### src/design/rotor_cipher_substitution_unit_defines.svh
// Assertion macros for the rotor cipher substitution unit.
// Used by the top level only; no other dependencies.
`ifndef ROTOR_CIPHER_SUBSTITUTION_UNIT_DEFINES_SVH
`define ROTOR_CIPHER_SUBSTITUTION_UNIT_DEFINES_SVH
// Check an implication on every clock edge outside reset.
`define RCS_ASSERT_IMP(label, clk, rstn, ante, cons, msg) \
  label: assert property (@(posedge clk) disable iff (!rstn) (ante) |-> (cons)) \
    else $error(msg);
// Check that the consequent holds in the cycle after the antecedent.
`define RCS_ASSERT_NEXT(label, clk, rstn, ante, cons, msg) \
  label: assert property (@(posedge clk) disable iff (!rstn) (ante) |=> (cons)) \
    else $error(msg);
`endif

### src/design/rcs_pkg.sv
// Shared types and codes for the rotor cipher substitution unit.
// No dependencies.
package rcs_pkg;
  localparam int SymW = 5;
  typedef logic [SymW-1:0] sym_t;

  typedef enum logic [2:0] {
    FN_CIPHER  = 3'd0,
    FN_WR_FWD  = 3'd1,
    FN_WR_INV  = 3'd2,
    FN_WR_REFL = 3'd3,
    FN_WR_PLUG = 3'd4
  } func_t;

  typedef enum logic [1:0] {
    REG_POS   = 2'd0,
    REG_FACE  = 2'd1,
    REG_SEQ   = 2'd2,
    REG_REFL  = 2'd3
  } reg_idx_t;

  // Which table a lookup request targets.
  typedef enum logic [1:0] {
    TB_PLUG = 2'd0,
    TB_FWD  = 2'd1,
    TB_INV  = 2'd2,
    TB_REFL = 2'd3
  } tbl_t;

  typedef struct packed {
    logic  rd;
    tbl_t  tbl;
    logic  [3:0] unit;
    logic  face;
    sym_t  idx;
  } lookup_req_t;
endpackage

### src/design/rcs_seq.sv
// Sequencer of the rotor cipher unit: walks one symbol through 23 lookups.
// Depends on rcs_pkg; drives rcs_tables through a lookup request.
module rcs_seq #(
  parameter int NUM_ROTORS     = 10,
  parameter int ALPHABET_SIZE  = 30,
  parameter int NUM_REFLECTORS = 3
) (
  input  logic                 clk,
  input  logic                 rst_n,
  input  logic                 start,
  input  rcs_pkg::sym_t         start_sym,
  input  logic [5*NUM_ROTORS-1:0] pos,
  input  logic [NUM_ROTORS-1:0]   faces,
  input  logic [4*NUM_ROTORS-1:0] seq,
  input  logic [1:0]           refl_sel,
  input  rcs_pkg::sym_t         rd_data,
  output rcs_pkg::lookup_req_t  req,
  output logic                 busy,
  output logic                 done,
  output rcs_pkg::sym_t         result
);
  import rcs_pkg::*;
  localparam int StepW = $clog2(2 * NUM_ROTORS + 3);
  localparam int LastStep = 2 * NUM_ROTORS + 1;

  typedef enum logic [2:0] {
    S_IDLE = 3'b001,
    S_REQ  = 3'b010,
    S_WAIT = 3'b100
  } state_t;

  state_t state_r, state_nxt;
  logic [StepW-1:0] step_r, step_nxt;
  sym_t x_r, x_nxt;

  logic [3:0] slot, rotor;
  logic [4:0] raw_pos;
  sym_t offs, sum6_lo, back;
  logic [5:0] sum6, dif6;
  logic [1:0] refl;
  logic fwd_phase, back_phase;

  // step 0: plugboard in; 1..N forward; N+1 reflector; N+2..2N+1 backward
  // and the final plugboard is step 2N+2 (== LastStep+1).
  assign fwd_phase  = (step_r >= StepW'(1)) && (step_r <= StepW'(NUM_ROTORS));
  assign back_phase = (step_r >= StepW'(NUM_ROTORS + 2)) && (step_r <= StepW'(LastStep));

  always_comb begin
    slot = '0;
    if (fwd_phase) slot = 4'(step_r - StepW'(1));
    else if (back_phase) slot = 4'(StepW'(LastStep) - step_r);
  end

  assign rotor = (seq[slot*4 +: 4] >= 4'(NUM_ROTORS)) ? 4'(NUM_ROTORS - 1)
                                                     : seq[slot*4 +: 4];
  assign raw_pos = pos[rotor*5 +: 5];
  assign offs = (raw_pos >= 5'(ALPHABET_SIZE)) ? 5'(raw_pos - 5'(ALPHABET_SIZE)) : raw_pos;
  assign sum6 = 6'(x_r) + 6'(offs);
  assign sum6_lo = (sum6 >= 6'(ALPHABET_SIZE)) ? 5'(sum6 - 6'(ALPHABET_SIZE)) : 5'(sum6);
  assign refl = (3'(refl_sel) >= 3'(NUM_REFLECTORS)) ? 2'(NUM_REFLECTORS - 1) : refl_sel;

  // Undo the rotor offset on the lookup just returned.
  assign dif6 = 6'(rd_data) + 6'(ALPHABET_SIZE) - 6'(offs);
  assign back = (dif6 >= 6'(ALPHABET_SIZE)) ? 5'(dif6 - 6'(ALPHABET_SIZE)) : 5'(dif6);

  always_comb begin
    req = '0;
    req.rd = (state_r == S_REQ);
    req.face = faces[rotor];
    req.unit = rotor;
    req.idx = sum6_lo;
    if (fwd_phase) req.tbl = TB_FWD;
    else if (back_phase) req.tbl = TB_INV;
    else if (step_r == StepW'(NUM_ROTORS + 1)) begin
      req.tbl = TB_REFL;
      req.unit = 4'(refl);
      req.idx = x_r;
    end else begin
      req.tbl = TB_PLUG;
      req.idx = x_r;
    end
  end

  always_comb begin
    state_nxt = state_r;
    step_nxt = step_r;
    x_nxt = x_r;
    done = 1'b0;
    case (state_r)
      S_IDLE: if (start) begin
        state_nxt = S_REQ;
        step_nxt = '0;
        x_nxt = (start_sym >= 5'(ALPHABET_SIZE)) ? 5'(start_sym - 5'(ALPHABET_SIZE))
                                                 : start_sym;
      end
      S_REQ: state_nxt = S_WAIT;
      S_WAIT: begin
        x_nxt = (fwd_phase || back_phase) ? back : rd_data;
        if (step_r == StepW'(LastStep + 1)) begin
          done = 1'b1;
          state_nxt = S_IDLE;
        end else begin
          step_nxt = step_r + StepW'(1);
          state_nxt = S_REQ;
        end
      end
      default: state_nxt = S_IDLE;
    endcase
  end

  assign busy = (state_r != S_IDLE);
  assign result = rd_data;

  always_ff @(posedge clk) begin
    if (!rst_n) begin
      state_r <= S_IDLE;
      step_r <= '0;
    end else begin
      state_r <= state_nxt;
      step_r <= step_nxt;
    end
    x_r <= x_nxt;
  end
endmodule

### config.mk
export PLATFORM = sky130hd
export DESIGN_NAME = rcs_seq
export DESIGN_NICKNAME = d
export VERILOG_FILES = /design/src/design/rotor_cipher_substitution_unit_defines.svh /design/src/design/rcs_pkg.sv /design/src/design/rcs_seq.sv
export SDC_FILE = /design/constraint.sdc
export NUM_CORES = 1
export LEC_CHECK = 0
export BUFFER_PORTS_ARGS = -buffer_cell sky130_fd_sc_hd__buf_2
export CAP_MARGIN = 20
export CORE_ASPECT_RATIO = 1.25
export CORE_MARGIN = 10
export CORE_UTILIZATION = 54
export CTS_BUF_LIST = sky130_fd_sc_hd__clkbuf_2
export DETAILED_ROUTE_END_ITERATION = 7
export GPL_TIMING_DRIVEN = 1
export PLACE_DENSITY = 0.9
export SETUP_SLACK_MARGIN = 0.3
export SLEW_MARGIN = 10
export SYNTH_ARGS = -nofsm -noshare
export SYNTH_HDL_FRONTEND = slang
export SYNTH_SLANG_ARGS = --single-unit
export TNS_END_PERCENT = 100
### constraint.sdc
create_clock -name clk -period 17.7 [get_ports clk]
set_clock_uncertainty 0.15 [all_clocks]
set_input_delay 3.54 -clock clk [delete_from_list [all_inputs] [get_ports clk]]
set_output_delay 3.54 -clock clk [all_outputs]
set_load 0.05 [all_outputs]
* After elaboration in Yosys (flattened, before gate mapping) *
Index checks and enable logic that the tools add are counted.

word-level totals
  bits of input ports = 115
  flip-flop bits (word level) = 13

operators by class
  $add $sub $neg = 10
  multipliers = 1
  equal/unequal tests = 8
  reductions and logical operators = 6
  muxes and demuxes = 29
  shifts and indexed selects = 2
  magnitude comparators = 11

operator list
  operator                                                         count
  two-way mux 5 bit                                                10
  indexed part select 50 x 8 -> 5 bit                              1
  indexed part select 40 x 7 -> 4 bit                              1
  two-way mux 4 bit                                                6
  one-hot mux 5 bit (2 select lines)                               2
  subtractor 5 bit (second input constant)                         4
  >= comparator 6 x 5 -> 1 bit (second input constant)             2
  >= comparator 5 bit (second input constant)                      2
  two-way mux 2 bit                                                5
  one-hot mux 3 bit (3 select lines)                               1
  multiplier 4 x 3 -> 7 bit (second input constant)                1
  adder 5 x 5 -> 6 bit                                             1
  adder 5 x 5 -> 6 bit (second input constant)                     1
  subtractor 6 x 5 -> 6 bit                                        1
  adder 5 x 1 -> 5 bit (second input constant)                     1
  == test 5 x 4 -> 1 bit (second input constant)                   1
  == test 5 bit (second input constant)                            1
  >= comparator 5 x 1 -> 1 bit (second input constant)             1
  >= comparator 5 x 4 -> 1 bit (second input constant)             1
  less-or-equal comparator 5 x 4 -> 1 bit (second input constant)  1
  less-or-equal comparator 5 bit (second input constant)           1
  less-than comparator 4 x 5 -> 1 bit (second input constant)      1
  binary-select mux 1 bit (select 4 bit)                           1
  >= comparator 4 bit (second input constant)                      1
  15 further kinds                                                 19

* Logic depth before layout (Yosys ltp) *
Gate-level depths: netlist of run 1.

  word-level depth = 16
  depth in mapped cells = 30
  mapped depth without buffers = 27

* Least setup slack after synthesis of run 1 *
Ideal clock, no wire load.

  path kind = input to output
  from = in seq[1]
  to = out req[3] (netlist bit)
  stages = 22
  required time = 14.010 ns
  path slack = 5.213 ns
  arrival time = 8.797 ns
  path through = mux2i_1 > a21oi_1 > a31oi_1 > a221oi_1 > o32ai_1 > o211ai_2 > or2_1 > and3b_1 > or4_4 > o211ai_2 > ha_1 > and3_1 > o22a_1 > ha_1 > a21o_1 > a21oi_1 > xnor2_1 > nand3_1 > o21ai_0 > nand2_1 > xor2_1 > o21ai_0

RTL lines
  item             line           text
  start, declared  rcs_seq.sv:14  input logic [4*NUM_ROTORS-1:0] seq,
  end, declared    rcs_seq.sv:17  output rcs_pkg::lookup_req_t req,

==> results of run 1 <==
==> stage by stage <==
step,cell area (um2),utilization (%)
3_5_place_dp,3700,67.9
4_1_cts,3720,68.3
3_3_place_gp,3700,67.9
6_report,3720,68.3
2_1_floorplan,3040,-
5_1_grt,3720,68.3
==> cell families (layout without fill, tap and decap cells) <==
family | count (synthesis) | count (layout)
simple gates | 128 | 128
flops | 13 | 13
fa+ha+maj | 30 | 30
compound gates | 122 | 122
buf+inv | 43 | 163
mux | 38 | 38
xor+xnor | 18 | 18
==> tightest hold or removal path, stage by stage, from the launching register on <==
cell and delay, ns:
sky130_fd_sc_hd__dfxtp_1 0.38, sky130_fd_sc_hd__nor3b_1 0.08, sky130_fd_sc_hd__and2_1 0.15
==> sequential cells by signal (all words and copies together) (netlist names) <==
name and count:
state_r 3, x_r 5, step_r 5
==> metal layers <==
metal | part of all wire, % | up-vias
met5 | 0 | -
met4 | 2.8 | 0
met3 | 9.3 | 28
met2 | 51 | 179
met1 | 37 | 1628
li1 | - | 1700
==> final cells by class <==
type / count / area [um2]
clock buffer: 3 / 15.0
clock inverter: 1 / 5.00
tap: 64 / 80.1
inverter: 22 / 82.6
multi-input combinational: 336 / 2530
timing repair buffer: 137 / 693
fill: 468 / 1730
sequential: 13 / 310
==> cells in the mapped netlist, types with 4 or more instances <==
library cell / instances
sky130_fd_sc_hd__nand2_1: 31
sky130_fd_sc_hd__a21oi_1: 30
sky130_fd_sc_hd__ha_1: 28
sky130_fd_sc_hd__mux2i_1: 27
sky130_fd_sc_hd__nor2_1: 25
sky130_fd_sc_hd__inv_1: 21
sky130_fd_sc_hd__o21ai_0: 17
sky130_fd_sc_hd__nand3_1: 14
sky130_fd_sc_hd__nand2b_1: 11
sky130_fd_sc_hd__xnor2_1: 10
sky130_fd_sc_hd__mux2_2: 9
sky130_fd_sc_hd__a211oi_1: 8
sky130_fd_sc_hd__a21o_1: 8
sky130_fd_sc_hd__dfxtp_1: 8
sky130_fd_sc_hd__nor3_1: 8
sky130_fd_sc_hd__buf_2: 7
sky130_fd_sc_hd__clkbuf_1: 7
sky130_fd_sc_hd__xor2_1: 7
sky130_fd_sc_hd__buf_4: 6
sky130_fd_sc_hd__and3_1: 5
sky130_fd_sc_hd__edfxtp_1: 5
sky130_fd_sc_hd__nor2b_1: 5
sky130_fd_sc_hd__o211ai_1: 5
sky130_fd_sc_hd__a21boi_0: 4
sky130_fd_sc_hd__a31oi_1: 4
sky130_fd_sc_hd__nand3b_1: 4
sky130_fd_sc_hd__o2111ai_1: 4
sky130_fd_sc_hd__o21ai_1: 4
==> worst max-delay path by stage <==
stage | endpoint | startpoint | depth (start not counted)
floorplan | req[3] | seq[1] | 22
global placement | req[3] | seq[25] | 23
detailed placement | req[3] | seq[25] | 23
CTS | req[3] | seq[25] | 23
global route | req[3] | seq[1] | 24
finish | req[3] | seq[1] | 24
==> cell usage in the layout (no fill, tap or decap), drive strengths merged, types with 4 or more instances in the layout <==
cell     instances
inv             21
and3             5
dfxtp            8
nor3             9
nand3b           4
nand2b          11
buf            137
nor2            27
xor2             8
nand2           32
a211oi           9
nor2b            5
mux2            10
a31oi            4
a21boi           5
o21ai           21
mux2i           27
nand3           14
a21oi           31
o211ai           7
xnor2           10
o2111ai          4
edfxtp           5
a221oi           4
a21o             8
ha              28
==> power breakdown <==
group | switching (mW) | total (mW) | internal, mW | leakage (nW)
clock | 0.0103 | 0.0154 | 0.00511 | 0.0164
combinational | 0.238 | 0.405 | 0.167 | 1.64
sequential | 0.00116 | 0.0340 | 0.0328 | 0.113
total | 0.250 | 0.454 | 0.205 | 1.77
==> impl_metrics.csv, run 1 <==
group,metric,value,unit
worst_setup_path,worst_setup_path_end_kind,"primary output",
placed_design,hpwlAfterDp,8700,um
timing,slew_viol_final,0,
hold_path,timing.hold.worst.class,"flop to flop",
yosys,netlist-cell-type-count,75,
yosys,post_synthesis_async_set_or_reset_flop_share,0,%
floorplanning,fp.dieW,87.1,um
timing,unrepaired_setup_endpoints_after_global_routing,"no",
global_route,globalRouteMet3Util,4.39,%
power,max-vdd-ir-drop,0.0742,mV
timing,min_period,12.69,ns
yosys,synth_fa_ha_area_share,12.8,%
clock_tree,cts_setup_buffers,0,
yosys,yosysSeqAreaShare,10.2,%
yosys,synth_nets,537,
yosys,count_of_flip_flops_with_a_built_in_enable_after_synthesis,5,
placed_design,dp_worst_setup_slack,5.10,ns
hold_path,worst_hold_path_stage_count,2,
final_layout,flow.area_growth_from_synthesis,22.2,%
timing,fin_hold_ws,0.491,ns
clock_tree,cts.htree.levels,1,
yosys,netlist_area,3040,um2
yosys,synth_cells,392,
yosys,synth_compound_gate_area_share,29.4,%
clock_tree,tritoncts,"yes",
global_route,initial_antenna_violation_count,0,
global_route,gr-usage-all-layers,21.7,%
timing,final.period_utilization,71.7,%
global_route,via_count_of_the_first_global_routing_pass,3716,
global_route,overflow_left_after_global_routing,0,
worst_setup_path,reg2reg_to,"x_r[3]",
drt,route.vias.total,3535,
timing,max_freq,0.0788,GHz
power,power.density_cell_area,122,nW/um2
yosys,synth_top_family_by_area,"compound AO/OA/AOI/OAI gates",
hold_path,min_delay_worst_endpoint,"state_r[2]",
outcome,status,"complete, no violations",
power,overall_power_of_the_completed_layout,0.454,mW
global_route,grt_start_max_net_pins,35,
worst_setup_path,worstSetupPathType,"primary input to primary output",
drt,vias_per_cell,6.14,
flow_run,maxCapViolations,0,
drt,drt_drc_violations_left,0,
timing,number_of_endpoints_failing_setup_at_the_final_stage,0,
yosys,mean_post_synth_cell_area,7.76,um2
drt,detail_route.first_pass.iterations,4,
clock_tree,cts_made_buffers,3,
final_layout,final_cell_count_no_fill,576,
power,cellLeakagePower,1.77,nW
floorplanning,die-area,9050,um2
yosys,synth_top_cell_area_share,11.5,%
global_route,grt_pass1_wl,16900,um
timing,timing.final.ws_setup,5.01,ns
timing,fin_tns_setup,0,ns
worst_setup_path,critPathRequiredTime,14.01,ns
placed_design,placedCellCount,572,
yosys,synth_top_area_cell,"sky130_fd_sc_hd__ha_1",
worst_setup_path,setup.reg_to_reg.worst_slack,9.87,ns
placed_design,io_buffer_count,134,
worst_setup_path,worst-path-max-fanout,18,
clock_tree,ctsRootBufferMaster,"sky130_fd_sc_hd__clkbuf_2",
floorplanning,fp-row-count,30,
clock_tree,post_cts_resized,0,
hold_path,min_from,"state_r[2]",
worst_setup_path,critical-path-top-delay-family,"compound AO/OA/AOI/OAI gates",
drt,wire_per_inst,18.1,um
yosys,synth.area.mux_share,13.3,%
global_route,met1_resource_use_gr,22.9,%
yosys,synthXorXnorAreaFrac,5.43,%
worst_setup_path,crit_path_cell_trace,"buf_2 > mux2i_1 > a21oi_1 > a31oi_1 > a221oi_1 > o32ai_1 > o211ai_2 > or2_1 > and3b_1 > or4_4 > o211ai_2 > ha_1 > and3_1 > o22a_1 > ha_1 > a21o_1 > a21oi_1 > xnor2_1 > nand3_1 > o21ai_0 > nand2_1 > xor2_1 > o21ai_0 > buf_2",
drt,number_of_drc_markers_after_the_initial_detailed_route_iteration,193,
clock_tree,clk_pin_slew,0.13,ns
worst_setup_path,worstPathArrival,9.00,ns
yosys,synth_area_leaders,"sky130_fd_sc_hd__ha_1 (12%), sky130_fd_sc_hd__mux2i_1 (8.9%), sky130_fd_sc_hd__dfxtp_1 (5.3%), sky130_fd_sc_hd__a21oi_1 (4.9%), sky130_fd_sc_hd__edfxtp_1 (4.9%)",
final_layout,drive_gt1_share,33.2,%
yosys,synthesized_flop_and_latch_total,13,
floorplanning,floorplan.die.height,104,um
timing,final-hold-violation-count,0,
final_layout,antenna_cells_inserted,0,
yosys,yosys_warnings,0,
floorplanning,core_area,5440,um2
clock_tree,clk-insertion-delay-late,0.28,ns
worst_setup_path,largest_stage_delay_on_the_critical_path,0.52,ns
floorplanning,boundaryPins,135,
clock_tree,ctsHoldBuffers,0,
yosys,synth_ff_type,"sky130_fd_sc_hd__dfxtp_1",
final_layout,finish.net_count,658,
worst_setup_path,r2r-start,"step_r[1]",
timing,slew_headroom,32.3,%
worst_setup_path,worst-path-buf-inv,2,
worst_setup_path,reg2reg_depth,27,
drt,finalWirelength,10400,um
placed_design,place_congestion,1.00,
drt,drt.antenna.violating_nets,0,
timing,tightest_slew,1.01,ns
clock_tree,numClockSinks,13,
worst_setup_path,critPathSlowestCell,"sky130_fd_sc_hd__or4_4",
global_route,met2_usage,40.2,%
clock_tree,clockBufferDepth,2,
global_route,grt_busiest_layer,"met2",
worst_setup_path,crit_path_start_kind,"primary input",
floorplanning,start_util,55.9,%
yosys,synth_simple_gate_area_share,22.2,%
Power figures use the tool's default switching activity.
==> inputs of run 2 (changes only) <==
--- a/config.mk
+++ b/config.mk
@@ -9,11 +9,11 @@
 export CAP_MARGIN = 20
 export CORE_ASPECT_RATIO = 1.25
 export CORE_MARGIN = 10
-export CORE_UTILIZATION = 54
+export CORE_UTILIZATION = 45
 export CTS_BUF_LIST = sky130_fd_sc_hd__clkbuf_2
 export DETAILED_ROUTE_END_ITERATION = 7
 export GPL_TIMING_DRIVEN = 1
-export PLACE_DENSITY = 0.9
+export PLACE_DENSITY = 0.8
 export SETUP_SLACK_MARGIN = 0.3
 export SLEW_MARGIN = 10
 export SYNTH_ARGS = -nofsm -noshare
==> constraint.sdc (replaced) <==
create_clock -name clk -period 11.4 [get_ports clk]
set_clock_uncertainty 0.15 [all_clocks]
set_input_delay 2.28 -clock clk [delete_from_list [all_inputs] [get_ports clk]]
set_output_delay 2.28 -clock clk [all_outputs]
set_load 0.05 [all_outputs]
==> run 2 against run 1 <==
Against the previous run: sequential share of layout area fell by 0.064 points; non-clock buffer count did not move; count of clock-buffer cells in the layout rose by 1; final cell count rose by 4.0%; total power rose by 55%; register-to-register slack got worse by 6.3 ns; die area rose by 16%; hold slack improved by 0.019 ns; combinational power rose by 55%; via count fell by 3.1%; core utilization fell by 11 points.
==> impl_metrics.csv, run 2 (synthesis gave the netlist of run 1 again) <==
group,metric,value,unit
outcome,status,"complete, no violations",
flow_run,maxCapViolations,0,
worst_setup_path,crit_path_start_kind,"flop",
floorplanning,die-area,10500,um2
floorplanning,boundaryPins,135,
floorplanning,floorplan.die.height,112,um
power,internal_power,0.319,mW
timing,number_of_endpoints_failing_setup_at_the_final_stage,0,
worst_setup_path,worstSetupPathType,"flop to primary output",
final_layout,layout.core_utilization,57.1,%
drt,number_of_drc_markers_after_the_initial_detailed_route_iteration,181,
final_layout,biggestRegsByFlops,"step_r: 5 flops, x_r: 5 flops, state_r: 3 flops",
worst_setup_path,r2r-start,"step_r[1]",
global_route,overflow_left_after_global_routing,0,
clock_tree,ctsHoldBuffers,0,
worst_setup_path,worstPathArrival,7.75,ns
placed_design,io_buffer_count,134,
drt,vias_per_cell,5.72,
power,overall_power_of_the_completed_layout,0.706,mW
global_route,met1_resource_use_gr,20.4,%
power,p_sw_share,54.9,%
hold_path,worst_hold_path_stage_count,2,
timing,max_freq,0.0982,GHz
worst_setup_path,reg2reg_depth,27,
power,net-switching-power,0.388,mW
final_layout,antenna_cells_inserted,0,
floorplanning,start_util,46.3,%
power,share_seq_of_total_power,7.5,%
final_layout,final_cell_count_no_fill,599,
global_route,initial_antenna_violation_count,0,
final_layout,drive_gt1_share,33.2,%
clock_tree,clk-insertion-delay-late,0.27,ns
global_route,met2_usage,32.8,%
drt,detail_route.first_pass.iterations,4,
clock_tree,clk_pin_slew,0.13,ns
global_route,gr-usage-all-layers,18.1,%
clock_tree,cts.htree.levels,1,
final_layout,finish.net_count,658,
global_route,grt_start_max_net_pins,35,
placed_design,place_congestion,0.938,
worst_setup_path,cp-endpoint,"req[3]",
final_layout,flow.area_growth_from_synthesis,23.2,%
power,max-vdd-ir-drop,0.137,mV
power,pwr-share-clk,3.5,%
power,power.density_cell_area,189,nW/um2
drt,drt.antenna.violating_nets,0,
clock_tree,tritoncts,"yes",
power,combinationalPowerShare,89.1,%
worst_setup_path,setup.reg_to_reg.worst_slack,3.56,ns
clock_tree,cts_setup_buffers,0,
clock_tree,cts_made_buffers,3,
timing,fin_tns_setup,0,ns
placed_design,hpwlAfterDp,8730,um
drt,wire_per_inst,17.4,um
timing,tightest_slew,0.995,ns
final_layout,most-common-layout-cells,"sky130_fd_sc_hd__buf_2 (134), sky130_fd_sc_hd__nand2_1 (31), sky130_fd_sc_hd__a21oi_1 (30)",
drt,finalWirelength,10400,um
floorplanning,core_area,6570,um2
clock_tree,numClockSinks,13,
worst_setup_path,worst_setup_path_end_kind,"primary output",
timing,slew_viol_final,0,
drt,drt_drc_violations_left,0,
worst_setup_path,worst-path-max-fanout,17,
power,cellLeakagePower,1.77,nW
global_route,via_count_of_the_first_global_routing_pass,3438,
final_layout,final_common_cell,"sky130_fd_sc_hd__buf_2",
global_route,globalRouteMet3Util,4.23,%
placed_design,placedCellCount,595,
worst_setup_path,reg2reg_to,"x_r[3]",
hold_path,timing.hold.worst.class,"flop to flop",
global_route,grt_busiest_layer,"met2",
clock_tree,ctsRootBufferMaster,"sky130_fd_sc_hd__clkbuf_2",
timing,min_period,10.18,ns
worst_setup_path,worst_setup_path_startpoint,"step_r[1]",
drt,route.vias.total,3424,
global_route,grt_pass1_wl,16200,um
worst_setup_path,critPathRequiredTime,8.97,ns
floorplanning,fp.dieW,93.5,um
timing,slew_headroom,33.5,%
timing,unrepaired_setup_endpoints_after_global_routing,"no",
timing,final-hold-violation-count,0,
clock_tree,clockBufferDepth,2,
clock_tree,post_cts_resized,0,
floorplanning,fp-row-count,33,
timing,final.period_utilization,89.3,%
run 2: changes by cell type in the layout (fill, tap and decap cells not counted), sizes merged:
cell | previous run | this run
clkbuf | 3 | 4
clkinv | 2 | 1
run 2: area by class of cell:
| type | count | area, um2 |
|---|---|---|
| well taps | 87 | 109 |
| clock buffers | 4 | 20.0 |
| multi-input cells | 336 | 2530 |
| flip-flops and latches | 13 | 310 |
| fillers | 607 | 2820 |
| inverters | 22 | 82.6 |
| repair buffers | 137 | 693 |
run 2: critical path: stages, from the launching register on:
cell and delay, ns:
sky130_fd_sc_hd__dfxtp_1 0.62, sky130_fd_sc_hd__inv_1 0.27, sky130_fd_sc_hd__ha_1 0.29, sky130_fd_sc_hd__a21boi_2 0.19
sky130_fd_sc_hd__and3b_1 0.26, sky130_fd_sc_hd__nor2_1 0.45, sky130_fd_sc_hd__o21a_1 0.31, sky130_fd_sc_hd__mux4_2 0.36
sky130_fd_sc_hd__a221oi_4 0.73, sky130_fd_sc_hd__nand2_4 0.29, sky130_fd_sc_hd__and3b_1 0.28, sky130_fd_sc_hd__or4_4 0.53
sky130_fd_sc_hd__o211ai_2 0.11, sky130_fd_sc_hd__ha_1 0.26, sky130_fd_sc_hd__and3_1 0.19, sky130_fd_sc_hd__o22a_1 0.22
sky130_fd_sc_hd__ha_1 0.25, sky130_fd_sc_hd__a21o_1 0.17, sky130_fd_sc_hd__a21oi_1 0.21, sky130_fd_sc_hd__xnor2_1 0.19
sky130_fd_sc_hd__nand3_1 0.15, sky130_fd_sc_hd__o21ai_0 0.40, sky130_fd_sc_hd__nand2_1 0.13, sky130_fd_sc_hd__xor2_1 0.16
sky130_fd_sc_hd__o21ai_0 0.15, sky130_fd_sc_hd__buf_2 0.29
run 2: metal layers:
metal | wire length [um] | vias to the layer above
li1 | - | 1705
met1 | 4130 | 1547
met2 | 5110 | 152
met3 | 988 | 20
met4 | 193 | 0
met5 | 0 | -
run 2: power by group through the flow:
stage	Clock (mW)	Sequential, mW	Combinational (mW)
floorplan	0	0.0536	0.497
global placement	0	0.0536	0.605
detailed placement	0	0.0538	0.625
CTS	0.0245	0.0528	0.629
global route	0.0262	0.0532	0.697
finish	0.0244	0.0529	0.629
run 2: stage by stage:
stage	hold WS, ns	setup WS (ns)	area, um2
6_report	0.510	1.22	3750
4_1_cts	0.514	1.24	3750
5_1_grt	0.562	0.571	3750
3_3_place_gp	0.454	1.49	3730
3_5_place_dp	0.480	1.28	3730
2_1_floorplan	0.438	1.43	3040
run 2: worst min path at each step:
stage / start / end / slack (ns)
after floorplan: step_r[1] / step_r[1] / 0.44
after global placement: state_r[2] / state_r[0] / 0.45
after detailed placement: state_r[2] / state_r[0] / 0.48
after CTS: state_r[2] / state_r[2] / 0.51
after global routing: state_r[2] / state_r[2] / 0.56
final: state_r[2] / state_r[0] / 0.51
==> inputs of run 3 (changes only) <==
--- a/config.mk
+++ b/config.mk
@@ -5,6 +5,7 @@
 export SDC_FILE = /design/constraint.sdc
 export NUM_CORES = 1
 export LEC_CHECK = 0
+export ABC_AREA = 1
 export BUFFER_PORTS_ARGS = -buffer_cell sky130_fd_sc_hd__buf_2
 export CAP_MARGIN = 20
 export CORE_ASPECT_RATIO = 1.25
==> run 3 against run 2 <==
Against the previous run: total power up 78%; clock power down 3%; core utilization down 1.4 points; register-to-register slack better by 1.1 ns; highest routed layer unchanged.
==> impl_metrics.csv, run 3 <==
group,metric,value,unit
outcome,status,"complete, no violations",
clock_tree,post_cts_resized,0,
drt,vias_per_cell,5.12,
yosys,synth_ff_type,"sky130_fd_sc_hd__dfxtp_1",
final_layout,drive_gt1_share,27.9,%
clock_tree,ctsHoldBuffers,0,
yosys,synthesized_flop_and_latch_total,13,
yosys,synthXorXnorAreaFrac,3.81,%
clock_tree,cts_made_buffers,3,
power,power.density_cell_area,345,nW/um2
drt,route.vias.total,3590,
drt,drt.antenna.violating_nets,0,
hold_path,timing.hold.worst.class,"flop to flop",
global_route,overflow_left_after_global_routing,0,
power,cellLeakagePower,2.03,nW
yosys,yosys_warnings,0,
power,internal_power,0.478,mW
placed_design,dp_worst_setup_slack,2.46,ns
yosys,post_synthesis_async_set_or_reset_flop_share,0,%
placed_design,io_buffer_count,134,
power,share_seq_of_total_power,4.5,%
yosys,count_of_flip_flops_with_a_built_in_enable_after_synthesis,5,
global_route,grt_pass1_wl,15200,um
worst_setup_path,setup.reg_to_reg.worst_slack,4.61,ns
yosys,synth_fa_ha_area_share,13.1,%
yosys,synth_area_leaders,"sky130_fd_sc_hd__nand2_1 (18%), sky130_fd_sc_hd__nand3_1 (16%), sky130_fd_sc_hd__ha_1 (12%), sky130_fd_sc_hd__inv_1 (6.7%), sky130_fd_sc_hd__dfxtp_1 (5.4%)",
floorplanning,die-area,10300,um2
yosys,synth_top_cell_area_share,17.8,%
clock_tree,ctsRootBufferMaster,"sky130_fd_sc_hd__clkbuf_2",
worst_setup_path,critPathRequiredTime,8.97,ns
final_layout,num-fill-cells,668,
floorplanning,start_util,45.8,%
global_route,gr-usage-all-layers,16.8,%
global_route,initial_antenna_violation_count,0,
drt,finalWirelength,9370,um
worst_setup_path,worstSetupPathType,"primary input to primary output",
timing,slew_headroom,47.2,%
timing,timing.final.ws_setup,2.44,ns
final_layout,layout.core_utilization,55.7,%
worst_setup_path,critical-path-top-delay-family,"simple AND/OR/NAND/NOR gates",
worst_setup_path,worst_setup_path_end_kind,"primary output",
floorplanning,fp.dieW,92.9,um
timing,slew_viol_final,0,
power,combinationalPowerShare,93.7,%
global_route,via_count_of_the_first_global_routing_pass,3365,
timing,fin_hold_ws,0.309,ns
worst_setup_path,critPathSlowestCell,"sky130_fd_sc_hd__inv_2",
placed_design,dpl_cell_area,3610,um2
worst_setup_path,critical_path.most_common_cell,"sky130_fd_sc_hd__nand2_1",
yosys,mean_post_synth_cell_area,6.04,um2
final_layout,layout.cell_area.non_filler,3630,um2
placed_design,hpwlAfterDp,8020,um
yosys,synthMostInstantiatedCell,"sky130_fd_sc_hd__nand2_1",
worst_setup_path,crit_path_start_kind,"primary input",
yosys,synth.area.mux_share,0.670,%
yosys,synth_simple_gate_area_share,47.3,%
worst_setup_path,worst-path-buf-inv,8,
timing,fin_tns_setup,0,ns
yosys,synth_nets,640,
power,p_sw_share,61.9,%
clock_tree,numClockSinks,13,
placed_design,place_congestion,0.888,
final_layout,flow.area_growth_from_synthesis,21.5,%
floorplanning,core_area,6520,um2
timing,min_period,8.96,ns
yosys,netlist_area,2990,um2
yosys,netlist-cell-type-count,43,
clock_tree,clk-insertion-delay-late,0.27,ns
worst_setup_path,worstPathArrival,6.53,ns
final_layout,most-common-layout-cells,"sky130_fd_sc_hd__nand2_1 (142), sky130_fd_sc_hd__buf_2 (134), sky130_fd_sc_hd__nand3_1 (98)",
yosys,synth_cells,495,
timing,unrepaired_setup_endpoints_after_global_routing,"no",
yosys,synth_top_area_cell,"sky130_fd_sc_hd__nand2_1",
drt,number_of_drc_markers_after_the_initial_detailed_route_iteration,143,
clock_tree,cts_setup_buffers,0,
timing,max_freq,0.112,GHz
worst_setup_path,largest_stage_delay_on_the_critical_path,0.30,ns
timing,tightest_slew,0.784,ns
final_layout,biggestRegsByFlops,"step_r: 5 flops, x_r: 5 flops, state_r: 3 flops",
drt,drt_drc_violations_left,0,
clock_tree,cts.htree.levels,1,
floorplanning,boundaryPins,135,
yosys,synth_top_cells_by_count,"sky130_fd_sc_hd__nand2_1 (142), sky130_fd_sc_hd__nand3_1 (98), sky130_fd_sc_hd__inv_1 (53)",
clock_tree,clockBufferDepth,2,
floorplanning,floorplan.die.height,111,um
clock_tree,tritoncts,"yes",
drt,detail_route.first_pass.iterations,4,
final_layout,antenna_cells_inserted,0,
flow_run,maxCapViolations,0,
final_layout,final_common_cell,"sky130_fd_sc_hd__nand2_1",
power,net-switching-power,0.776,mW
timing,number_of_endpoints_failing_setup_at_the_final_stage,0,
yosys,yosysSeqAreaShare,10.4,%
timing,final-hold-violation-count,0,
timing,final.period_utilization,78.6,%
power,max-vdd-ir-drop,0.281,mV
global_route,grt_start_max_net_pins,30,
clock_tree,clk_pin_slew,0.11,ns
power,pwr-share-clk,1.9,%
yosys,synth_compound_gate_area_share,11.4,%
yosys,synth_top_family_by_area,"simple AND/OR/NAND/NOR gates",
worst_setup_path,worst-path-max-fanout,29,
final_layout,finish.net_count,760,
drt,wire_per_inst,13.4,um
floorplanning,fp-row-count,33,
run 3: cell types whose count changed in the layout (fill, tap and decap cells not counted), sizes merged, moves of 10 or more:
cell,delta
a21oi,-11
mux2,-10
nand3,+87
inv,+40
nand2,+120
mux2i,-25
nand2b,-11
run 3: logic make-up (layout without fill, tap and decap cells):
logic type,after synthesis,after routing
flip-flops,13,13
XOR/XNOR,13,13
buffers and inverters,81,200
multiplexers,2,2
adder cells (fa/ha/maj),30,30
AND/OR/NAND/NOR,299,299
AO/OA/AOI/OAI,57,57
run 3: final timing paths:
check,start,cells after the start,endpoint
min reg2reg,state_r[2],1,state_r[2]
min,state_r[2],1,state_r[2]
max reg2reg,step_r[0],34,x_r[3]
max,seq[15],35,req[3]
run 3: per-stage QoR:
step | power [mW] | std cells
global route | 1.40 | 701
finish | 1.25 | 701
global placement | 1.21 | 697
floorplan | 1.04 | 495
CTS | 1.26 | 701
detailed placement | 1.23 | 697
run 3: cell type report:
class / count / area [um2] / share of cell area, %
sequential: 13 / 310 / 8.55
clock buffer: 4 / 20.0 / 0.551
tap: 87 / 109 / 3.00
timing repair buffer: 135 / 678 / 18.7
multi-input combinational: 401 / 2280 / 62.7
inverter: 61 / 236 / 6.51
run 3: per-layer routing:
layer	up-vias	part of all wire, %	track usage (%)
li1	1864	-	-
met1	1578	43	20.4
met2	135	47	29.0
met3	13	8.4	3.66
met4	0	1.6	3.92
met5	-	0	0
run 3: power groups by stage:
stage / Combinational (mW) / Clock (mW) / Sequential, mW
floorplan: 0.987 / 0 / 0.0554
CTS: 1.18 / 0.0240 / 0.0560
finish: 1.17 / 0.0236 / 0.0561
global placement: 1.15 / 0 / 0.0570
global route: 1.32 / 0.0268 / 0.0567
detailed placement: 1.17 / 0 / 0.0571
